## src/design/assert_macros.svh

```systemverilog
// Assertion helpers shared by the RTL.
// Every check is sampled on the rising edge of i_clk and is off while i_rst_n is low.
`ifndef ASSERT_MACROS_SVH
`define ASSERT_MACROS_SVH

// Plain clocked property.
`define ASSERT_CLKED(label, prop, msg) \
    label: assert property (@(posedge i_clk) disable iff (!i_rst_n) prop) \
        else $error(msg);

// The consequent must hold in the cycle after the antecedent.
`define ASSERT_NEXT(label, ante, cons, msg) \
    `ASSERT_CLKED(label, (ante) |=> (cons), msg)

`endif

```

## src/design/gpshd_pkg.sv

```systemverilog
package gpshd_pkg;

    // Field widths of one fix and of one result.
    localparam int LAT_W  = 31;
    localparam int LON_W  = 32;
    localparam int HEAD_W = 17;
    localparam int OCT_W  = 3;
    localparam int REL_W  = 14;

    // Bus widths: the fields are packed from bit 0 and padded to whole bytes.
    localparam int S_TDATA_W = 64;
    localparam int M_TDATA_W = 40;

    // Differences and magnitudes.
    localparam int DLAT_W = LAT_W + 1;
    localparam int DLON_W = LON_W + 1;

    // CORDIC datapath.
    localparam int CORDIC_STEPS = 23;
    localparam int STEP_W       = 5;
    localparam int CX_W         = 36;
    localparam int Z_W          = 24;
    localparam int PHI_W        = 15;

    // Angles in 1/256 degree.
    localparam int FULL_CIRCLE    = 92160;
    localparam int HALF_CIRCLE    = 46080;
    localparam int QUARTER_CIRCLE = 23040;
    localparam int OCTANT_SPAN    = 11520;
    localparam int OCTANTS        = 8;

    // Main sequencer.
    typedef enum logic [2:0] {
        S_IDLE,
        S_READ,
        S_DIFF,
        S_START,
        S_WAIT,
        S_OCT,
        S_EMIT
    } t_seq_state;

    // CORDIC unit sequencer.
    typedef enum logic [1:0] {
        C_IDLE,
        C_RUN,
        C_ROUND,
        C_DONE
    } t_cordic_state;

    // Status of the CORDIC unit as seen by the main sequencer.
    typedef struct packed {
        logic busy;
        logic done;
    } t_cordic_stat;

    // atan(2^-i) in 1/65536 degree, rounded.
    function automatic logic signed [Z_W-1:0] atan_step(input logic [STEP_W-1:0] step);
        logic signed [Z_W-1:0] t;
        unique case (step)
            5'd0:    t = 24'sd2949120;
            5'd1:    t = 24'sd1740967;
            5'd2:    t = 24'sd919879;
            5'd3:    t = 24'sd466945;
            5'd4:    t = 24'sd234379;
            5'd5:    t = 24'sd117304;
            5'd6:    t = 24'sd58666;
            5'd7:    t = 24'sd29335;
            5'd8:    t = 24'sd14668;
            5'd9:    t = 24'sd7334;
            5'd10:   t = 24'sd3667;
            5'd11:   t = 24'sd1833;
            5'd12:   t = 24'sd917;
            5'd13:   t = 24'sd458;
            5'd14:   t = 24'sd229;
            5'd15:   t = 24'sd115;
            5'd16:   t = 24'sd57;
            5'd17:   t = 24'sd29;
            5'd18:   t = 24'sd14;
            5'd19:   t = 24'sd7;
            5'd20:   t = 24'sd4;
            5'd21:   t = 24'sd2;
            5'd22:   t = 24'sd1;
            default: t = '0;
        endcase
        return t;
    endfunction

    // Lower edge of an octant in 1/256 degree.
    function automatic logic [HEAD_W-1:0] octant_base(input logic [OCT_W-1:0] oct);
        return HEAD_W'(oct) * HEAD_W'(OCTANT_SPAN);
    endfunction

endpackage

```

## src/design/gpshd_ram.sv

```systemverilog
module gpshd_ram #(
    parameter int WIDTH = 8,
    parameter int DEPTH = 16
) (
    input  logic                     i_clk,
    input  logic                     i_wr_en,
    input  logic [$clog2(DEPTH)-1:0] i_wr_addr,
    input  logic [WIDTH-1:0]         i_wr_data,
    input  logic                     i_rd_en,
    input  logic [$clog2(DEPTH)-1:0] i_rd_addr,
    output logic [WIDTH-1:0]         o_rd_data
);

    logic [WIDTH-1:0] r_mem [DEPTH];
    logic [WIDTH-1:0] r_rd_data;

    // One write port and one registered read port.
    always_ff @(posedge i_clk) begin
        if (i_wr_en) begin
            r_mem[i_wr_addr] <= i_wr_data;
        end
        if (i_rd_en) begin
            r_rd_data <= r_mem[i_rd_addr];
        end
    end

    assign o_rd_data = r_rd_data;

endmodule

```

## src/design/gpshd_cordic.sv

```systemverilog
module gpshd_cordic import gpshd_pkg::*; (
    input  logic               i_clk,
    input  logic               i_rst_n,
    input  logic               i_start,
    input  logic [DLON_W-1:0]  i_x_mag,
    input  logic [DLAT_W-1:0]  i_y_mag,
    output logic [PHI_W-1:0]   o_phi,
    output t_cordic_stat       o_stat
);

    t_cordic_state             r_state, n_state;
    logic signed [CX_W-1:0]    r_x, r_y;
    logic signed [Z_W-1:0]     r_z;
    logic [STEP_W-1:0]         r_step;
    logic                      r_x_zero, r_y_zero;
    logic [PHI_W-1:0]          r_phi;

    logic signed [CX_W-1:0]    x_sh, y_sh;
    logic signed [Z_W-1:0]     t_step, z_rnd;
    logic [PHI_W-1:0]          phi_clamped;

    // Next state.
    always_comb begin
        n_state = r_state;
        unique case (r_state)
            C_IDLE:  if (i_start) n_state = C_RUN;
            C_RUN:   if (r_step == STEP_W'(CORDIC_STEPS - 1)) n_state = C_ROUND;
            C_ROUND: n_state = C_DONE;
            C_DONE:  n_state = C_IDLE;
            default: n_state = C_IDLE;
        endcase
    end

    // Status outputs.
    always_comb begin
        o_stat.busy = (r_state != C_IDLE);
        o_stat.done = (r_state == C_DONE);
    end

    // The shared shift-and-add step and the final rounding.
    always_comb begin
        x_sh   = r_x >>> r_step;
        y_sh   = r_y >>> r_step;
        t_step = atan_step(r_step);
        z_rnd  = (r_z + Z_W'(128)) >>> 8;
        priority if (z_rnd[Z_W-1]) begin
            phi_clamped = '0;
        end else if (z_rnd > Z_W'(QUARTER_CIRCLE)) begin
            phi_clamped = PHI_W'(QUARTER_CIRCLE);
        end else begin
            phi_clamped = z_rnd[PHI_W-1:0];
        end
    end

    always_ff @(posedge i_clk) begin
        if (!i_rst_n) begin
            r_state <= C_IDLE;
        end else begin
            r_state <= n_state;
        end
    end

    // Datapath registers: load, rotate once a cycle, then round.
    always_ff @(posedge i_clk) begin
        unique case (r_state)
            C_IDLE: begin
                if (i_start) begin
                    r_x      <= CX_W'(i_x_mag);
                    r_y      <= CX_W'(i_y_mag);
                    r_z      <= '0;
                    r_step   <= '0;
                    r_x_zero <= (i_x_mag == '0);
                    r_y_zero <= (i_y_mag == '0);
                end
            end
            C_RUN: begin
                if (!r_y[CX_W-1]) begin
                    r_x <= r_x + y_sh;
                    r_y <= r_y - x_sh;
                    r_z <= r_z + t_step;
                end else begin
                    r_x <= r_x - y_sh;
                    r_y <= r_y + x_sh;
                    r_z <= r_z - t_step;
                end
                r_step <= r_step + STEP_W'(1);
            end
            C_ROUND: begin
                priority if (r_y_zero) begin
                    r_phi <= '0;
                end else if (r_x_zero) begin
                    r_phi <= PHI_W'(QUARTER_CIRCLE);
                end else begin
                    r_phi <= phi_clamped;
                end
            end
            C_DONE: begin
                r_phi <= r_phi;
            end
            default: begin
                r_phi <= r_phi;
            end
        endcase
    end

    assign o_phi = r_phi;

endmodule

```

## src/design/gps_heading_from_position_history.sv

```systemverilog
// Channel   Direction  tdata fields (lowest bit first)
// s_axis    in         latitude[30:0], longitude[62:31], zero pad to 64
// m_axis    out        heading[16:0], octant[19:17], relative_angle[33:20], zero pad to 40
//
// A fix is taken only in the idle state, once the result of the last fix is registered
// for output. The fix then goes through the history read and the difference, the CORDIC
// load, the 23 CORDIC steps on one shared shift-and-add unit, rounding and hand-over,
// and last the octant and output stages.
// Reset is synchronous and active low; the history is not cleared and needs no clear pass.
// A result waiting on m_axis does not block the next transfer on s_axis; the block
// stalls in its last cycle only if the earlier result is still untaken.
`include "assert_macros.svh"

module gps_heading_from_position_history import gpshd_pkg::*; #(
    parameter int HISTORY_DEPTH = 50
) (
    input  logic                 i_clk,
    input  logic                 i_rst_n,
    input  logic                 s_axis_tvalid,
    output logic                 s_axis_tready,
    input  logic [S_TDATA_W-1:0] s_axis_tdata,  // latitude, longitude
    output logic                 m_axis_tvalid,
    input  logic                 m_axis_tready,
    output logic [M_TDATA_W-1:0] m_axis_tdata   // heading, octant, relative_angle
);

    localparam int SLOT_W = $clog2(HISTORY_DEPTH);
    localparam int FIX_W  = LAT_W + LON_W;

    t_seq_state              r_state, n_state;
    logic [SLOT_W-1:0]       r_slot;
    logic                    r_full;
    logic signed [LAT_W-1:0] r_lat;
    logic signed [LON_W-1:0] r_lon;
    logic signed [DLAT_W-1:0] r_dlat;
    logic signed [DLON_W-1:0] r_dlon;
    logic [HEAD_W-1:0]       r_heading;
    logic [OCT_W-1:0]        r_octant;
    logic                    r_out_valid;
    logic [M_TDATA_W-1:0]    r_out_data;

    logic                    in_xfer;
    logic                    slot_last;
    logic                    rd_en, cordic_start, out_load;
    logic [FIX_W-1:0]        rd_data;
    logic [SLOT_W-1:0]       rd_addr;
    logic signed [LAT_W-1:0] ref_lat;
    logic signed [LON_W-1:0] ref_lon;
    logic [DLON_W-1:0]       x_mag;
    logic [DLAT_W-1:0]       y_mag;
    logic [PHI_W-1:0]        phi;
    t_cordic_stat            cordic_stat;
    logic [HEAD_W-1:0]       heading_raw;
    logic [OCT_W-1:0]        octant_calc;
    logic [HEAD_W-1:0]       oct_base;
    logic [HEAD_W-1:0]       rel_wide;

    assign in_xfer   = s_axis_tvalid && s_axis_tready;
    assign slot_last = (r_slot == SLOT_W'(HISTORY_DEPTH - 1));

    // History of fixes; the oldest entry is the next one to be written once full.
    assign rd_addr = r_full ? r_slot : '0;

    gpshd_ram #(
        .WIDTH (FIX_W),
        .DEPTH (HISTORY_DEPTH)
    ) u_hist (
        .i_clk     (i_clk),
        .i_wr_en   (in_xfer),
        .i_wr_addr (r_slot),
        .i_wr_data (s_axis_tdata[FIX_W-1:0]),
        .i_rd_en   (rd_en),
        .i_rd_addr (rd_addr),
        .o_rd_data (rd_data)
    );

    assign ref_lat = rd_data[LAT_W-1:0];
    assign ref_lon = rd_data[FIX_W-1:LAT_W];

    // Fold the difference vector into the first quadrant.
    assign x_mag = r_dlon[DLON_W-1] ? DLON_W'(-r_dlon) : DLON_W'(r_dlon);
    assign y_mag = r_dlat[DLAT_W-1] ? DLAT_W'(-r_dlat) : DLAT_W'(r_dlat);

    gpshd_cordic u_cordic (
        .i_clk   (i_clk),
        .i_rst_n (i_rst_n),
        .i_start (cordic_start),
        .i_x_mag (x_mag),
        .i_y_mag (y_mag),
        .o_phi   (phi),
        .o_stat  (cordic_stat)
    );

    // Next state of the main sequencer.
    always_comb begin
        n_state = r_state;
        unique case (r_state)
            S_IDLE:  if (in_xfer) n_state = S_READ;
            S_READ:  n_state = S_DIFF;
            S_DIFF:  n_state = S_START;
            S_START: n_state = S_WAIT;
            S_WAIT:  if (cordic_stat.done) n_state = S_OCT;
            S_OCT:   n_state = S_EMIT;
            S_EMIT:  if (!r_out_valid || m_axis_tready) n_state = S_IDLE;
            default: n_state = S_IDLE;
        endcase
    end

    // Sequencer outputs.
    always_comb begin
        s_axis_tready = (r_state == S_IDLE);
        rd_en         = (r_state == S_READ);
        cordic_start  = (r_state == S_START);
        out_load      = (r_state == S_EMIT) && (!r_out_valid || m_axis_tready);
    end

    // Unfold the quadrant angle into 0..360 degrees.
    always_comb begin
        unique case ({r_dlat[DLAT_W-1], r_dlon[DLON_W-1]})
            2'b00:   heading_raw = HEAD_W'(phi);
            2'b01:   heading_raw = HEAD_W'(HALF_CIRCLE) - HEAD_W'(phi);
            2'b11:   heading_raw = HEAD_W'(HALF_CIRCLE) + HEAD_W'(phi);
            default: heading_raw = (phi == '0) ? '0 : HEAD_W'(FULL_CIRCLE) - HEAD_W'(phi);
        endcase
    end

    // Octant: how many octant edges the heading lies strictly above.
    always_comb begin
        octant_calc = '0;
        for (int k = 1; k < OCTANTS; k++) begin
            if (r_heading > HEAD_W'(OCTANT_SPAN * k)) begin
                octant_calc = octant_calc + OCT_W'(1);
            end
        end
    end

    // Angle from the octant's reference axis.
    always_comb begin
        oct_base = octant_base(r_octant);
        if (!r_octant[0]) begin
            rel_wide = r_heading - oct_base;
        end else begin
            rel_wide = oct_base + HEAD_W'(OCTANT_SPAN) - r_heading;
        end
    end

    // Control registers.
    always_ff @(posedge i_clk) begin
        if (!i_rst_n) begin
            r_state     <= S_IDLE;
            r_slot      <= '0;
            r_full      <= 1'b0;
            r_out_valid <= 1'b0;
        end else begin
            r_state <= n_state;
            if (in_xfer) begin
                if (slot_last) begin
                    r_slot <= '0;
                    r_full <= 1'b1;
                end else begin
                    r_slot <= r_slot + SLOT_W'(1);
                end
            end
            if (out_load) begin
                r_out_valid <= 1'b1;
            end else if (m_axis_tready) begin
                r_out_valid <= 1'b0;
            end
        end
    end

    // Payload registers.
    always_ff @(posedge i_clk) begin
        if (in_xfer) begin
            r_lat <= s_axis_tdata[LAT_W-1:0];
            r_lon <= s_axis_tdata[FIX_W-1:LAT_W];
        end
        if (r_state == S_DIFF) begin
            r_dlat <= DLAT_W'(r_lat) - DLAT_W'(ref_lat);
            r_dlon <= DLON_W'(r_lon) - DLON_W'(ref_lon);
        end
        if (r_state == S_WAIT && cordic_stat.done) begin
            r_heading <= heading_raw;
        end
        if (r_state == S_OCT) begin
            r_octant <= octant_calc;
        end
        if (out_load) begin
            r_out_data <= {(M_TDATA_W - HEAD_W - OCT_W - REL_W)'(0),
                           rel_wide[REL_W-1:0], r_octant, r_heading};
        end
    end

    assign m_axis_tvalid = r_out_valid;
    assign m_axis_tdata  = r_out_data;

    // Checks on the sequencer and the history ring.
    `ASSERT_NEXT(a_one_fix_at_a_time, in_xfer, !s_axis_tready, "transfer taken while busy")
    `ASSERT_NEXT(a_full_sticky, r_full, r_full, "history full flag dropped")
    `ASSERT_NEXT(a_ring_wrap, in_xfer && slot_last, r_full && r_slot == '0, "ring did not wrap")
    `ASSERT_CLKED(a_cordic_done_waited, cordic_stat.done |-> r_state == S_WAIT, "CORDIC result not awaited")
    `ASSERT_CLKED(a_cordic_start_idle, cordic_start |-> !cordic_stat.busy, "CORDIC started while busy")

endmodule

```

## config.mk

```make
export PLATFORM = sky130hd
export DESIGN_NAME = gps_heading_from_position_history
export DESIGN_NICKNAME = d
export VERILOG_FILES = /design/src/design/gpshd_pkg.sv /design/src/design/gpshd_ram.sv /design/src/design/gpshd_cordic.sv /design/src/design/gps_heading_from_position_history.sv
export VERILOG_INCLUDE_DIRS = /design/src /design/src/design
export SDC_FILE = /design/constraint.sdc
export NUM_CORES = 2
export LEC_CHECK = 0
export BUFFER_PORTS_ARGS = -buffer_cell sky130_fd_sc_hd__buf_4
export CORE_MARGIN = 2
export CORE_UTILIZATION = 50
export DETAILED_ROUTE_END_ITERATION = 6
export PLACE_DENSITY = 0.68
export SLEW_MARGIN = 10
export SYNTH_ARGS = -nofsm -noshare
export SYNTH_HDL_FRONTEND = slang
export SYNTH_HIERARCHICAL = 1
export SYNTH_SLANG_ARGS = --single-unit
```

## constraint.sdc

```tcl
create_clock -name i_clk -period 9.1 [get_ports i_clk]
set_input_delay 0.91 -clock i_clk [delete_from_list [all_inputs] [get_ports i_clk]]
set_output_delay 0.91 -clock i_clk [all_outputs]
set_load 0.005 [all_outputs]
```

==> qor.csv <==
metric,value,unit
status,"finished, violations left",
violated checks,design-rule violations,
routability congestion estimate,0.924,
synthesized netlist cell count,9738,
clock insertion delay at the later pin of the skew report,930,ps
post-CTS setup buffer count,0,
skew final,46.3,ps
register area share after synthesis,0.682,
clock transition time at the flip-flop clock pins of the worst setup and hold paths,60,ps
Worst EP required,9770,ps
number of placed cells counting well taps,13600,
total DRC errors in the routed layout,4,
data arrival time of the critical path,8110,ps
via total after detailed routing,92700,
largest net degree at the start of global routing,125,
switching power as a share of total power,0.288,
port bufs,102,
net total in the final layout,10200,
WL final,441000,um
classification of the worst-slack hold path,input pin to register,
HPWL Detailed,253000,um
die width,562,um
total power consumption of the routed design,43.3,mW
top cells by area in the synthesized netlist,"edfxtp_1, mux2i_1, mux4_2, ha_1, mux2_2",
proportion of netlist area held by the largest area contributor,0.678,
unrepaired setup endpoints after global routing,false,
post-DR wirelength/cell,30.8,um
part of the total power dissipated in the clock network,0.349,
area growth from synthesis to final layout,11.1,%
CTS root buf,clkbuf_16,
placed inst area,161000,um2
Max Clock Freq,134,MHz
Total Neg Setup Slack,0,ps
post-synthesis cell type with the largest combined area,edfxtp_1,
number of CTS-inserted buffers,363,
Unique masters post-synth,107,
maximum capacitance violations,0,
pin slew with the least headroom to its limit,1390,ps
TritonCTS clock tree,yes,
antenna violations before repair,18,
number of fill cells,23700,
sinks on the clock net,3547,
number of cell rows,204,
height of the die,562,um
period utilization,0.818,
fin area,173000,um2
VDD IR-drop max,0.185,mV
placeable core area,309000,um2
first-pass GRT wire length,626000,um
mean number of vias per cell,6.48,
main flop type after synthesis,edfxtp_1,
overflow left after global routing,0,
Finished Layout Cells,14300,
largest fanout on the critical path,56,
Detailed Route Iter0 Violations,11600,
count of hold-fix buffers inserted at cts,0,
final count of hold timing violations,0,
buffer depth of the longest clock path,4,
cell-internal power,30.8,mW
classification of the worst setup path,register to register,
power density of the placed cells,251,nW/um2
Static Leakage,53.6,nW
First-pass DRT Iterations,7,
antenna-violating nets left,0,
"flops & latches, synth",3547,
vias in the first global route,89600,
combined flip-flop and latch cell area,106000,um2
portion of total power attributed to sequential cells,0.438,
pre-CTS setup slack,1640,ps
Post-Synthesis Cell Area,156000,um2
final setup margin,1650,ps
initial cell density of the core,0.503,
cells resized by post-CTS repair,0,
fraction of final layout cells sized beyond drive strength 1,0.150,
Post-Synthesis Mean Instance Area,16.0,um2
logic gate share of total power,0.213,
ports placed on the boundary,110,
Final Critical Period,7450,ps
async set-or-reset flop fraction in the synthesized netlist,0,
Max transition margin,0.0741,
final-report setup violation count,0,
die area,316000,um2
number of levels in the clock H-tree,5,
number of enable flip-flop cells after synthesis,3512,
Final Max Tran Viols,0,
global router's overall resource usage,0.272,
nature of the critical path endpoint,register,
number of warnings printed during yosys synthesis,6,
area of combinational cells with multiple inputs,46100,um2
CP Launch Type,register,
net switching component of the power,12.5,mW
==> cells by family (layout without fill, tap and decap cells) <==
logic type                 count (synthesis)  count (layout)  synth area share
other                                      1              14         0.0000241
adders and majority gates                214             214            0.0175
xor gates and xnor gates                 296             296            0.0168
buffers and inverters                    732            1173            0.0250
muxes                                   1663            1663             0.135
and+or+nand+nor                         1619            1619            0.0506
AOI/OAI and AO/OA                       1666            1666            0.0732
DFF                                     3547            3547             0.682
==> final timing paths <==
| path | startpoint | end | slack, ps | depth (start not counted) |
|---|---|---|---|---|
| max reg2reg | u_cordic/r_step[1]$_DFFE_PP_ | u_cordic/r_x[32]$_DFFE_PP_ | 1650 | 19 |
| min reg2reg | r_heading[2]$_DFFE_PP_ | m_axis_tdata[2]$_DFFE_PP_ | 490 | 0 |
| min | s_axis_tvalid | r_state[0]$_SDFFE_PN0P_ | 350 | 3 |
| max | u_cordic/r_step[1]$_DFFE_PP_ | u_cordic/r_x[32]$_DFFE_PP_ | 1650 | 19 |
==> cell usage after synthesis (26+ instances only) <==
cell type and n:
edfxtp_1 3512, mux2i_1 1118, nand2_1 485, nor2_1 376, o22ai_1 350, mux4_2 321, clkbuf_1 253, a21oi_1 246
o21ai_0 229, mux2_2 222, nor3_1 208, ha_1 207, xnor2_1 206, inv_1 185, nor2b_1 119, a211oi_1 100
o31ai_1 96, nand4_1 91, buf_4 89, xor2_1 88, nand3_1 79, a21o_1 78, a22oi_1 72, buf_2 72
buf_6 72, a41oi_1 69, o32a_1 64, a31oi_1 47, buf_1 43, nand2b_1 41, o21a_1 40, dfxtp_1 35
or3_1 35, and2_1 31, and3_1 27, nor4_1 26
==> per-layer routing <==
layer	part of all wire	track usage	wire, um	vias to the layer above
li1	-	-	-	39200
met1	0.40	0.377	175000	47700
met2	0.47	0.434	206000	4904
met3	0.092	0.0430	40600	872
met4	0.042	0.108	18700	6
met5	0.000061	0	27	-
==> state kept, by name (all words and copies together), names as in the netlist, 31 cells and up <==
| name | count |
|---|---|
| u_hist/r_mem | 3150 |
| u_hist/o_rd_data | 63 |
| u_cordic/r_x | 36 |
| u_cordic/r_y | 36 |
| m_axis_tdata | 33 |
| r_dlon | 33 |
| r_dlat | 32 |
| r_lon | 32 |
| r_lat | 31 |
==> power groups by stage <==
| stage | registers [mW] | clock network (mW) | logic (mW) |
|---|---|---|---|
| final | 19.0 | 15.1 | 9.22 |
| after global routing | 19.0 | 15.9 | 9.99 |
| after CTS | 19.0 | 15.3 | 9.09 |
| after detailed placement | 19.3 | 0 | 9.03 |
| after global placement | 19.3 | 0 | 8.95 |
| after floorplan | 19.1 | 0 | 6.49 |
==> worst max-delay path: stages (launching register included) <==
cell,delay [ps]
edfxtp_1,950
buf_12,410
mux4_2,580
mux2i_1,490
mux2_2,380
o221a_2,280
ha_1,210
and4_1,230
and4b_1,580
and2_1,280
a211o_1,150
a31oi_1,150
ha_1,480
nand4_1,240
nor3_1,380
nand2_1,240
o311ai_0,470
a31oi_1,210
xnor2_1,160
mux2_2,270
==> area by class of cell <==
type / count / share of cell area
multi-input cells: 5464 / 0.267
inverters: 189 / 0.00412
flip-flops and latches: 3547 / 0.614
well taps: 4120 / 0.0298
clock buffers: 429 / 0.0550
repair buffers: 314 / 0.0151
diodes: 8 / 0.000116
clock inverters: 241 / 0.0150
==> through the flow <==
step | hold slack (ps) | utilization
after global routing | 346 | 0.559
after floorplan | 441 | -
after detailed placement | 476 | 0.520
after global placement | 482 | 0.520
after CTS | 283 | 0.559
final | 348 | 0.559
==> layout by cell type (no fill, tap or decap), types with 38 or more instances in the layout <==
cell,Yosys,layout
o31ai_1,96,95
buf_4,89,294
a21o_1,78,78
nor2_1,376,325
clkinv_2,0,67
edfxtp_1,3512,3512
nor2b_1,119,114
nand2_1,485,484
nor2_4,1,51
ha_1,207,206
a21oi_1,246,246
nor3_1,208,203
mux2i_1,1118,1118
clkbuf_1,253,58
o32a_1,64,64
o21a_1,40,40
clkinv_1,2,81
a211oi_1,100,100
xor2_1,88,88
o22ai_1,350,350
clkbuf_16,0,371
nand4_1,91,91
a22oi_1,72,72
nand2b_1,41,38
xnor2_1,206,206
mux2_2,222,222
inv_1,185,184
nand3_1,79,79
mux4_2,321,321
a31oi_1,47,47
bufinv_16,0,48
o21ai_0,229,229
a41oi_1,69,69
Note: power is estimated with default switching activity, not from simulation.
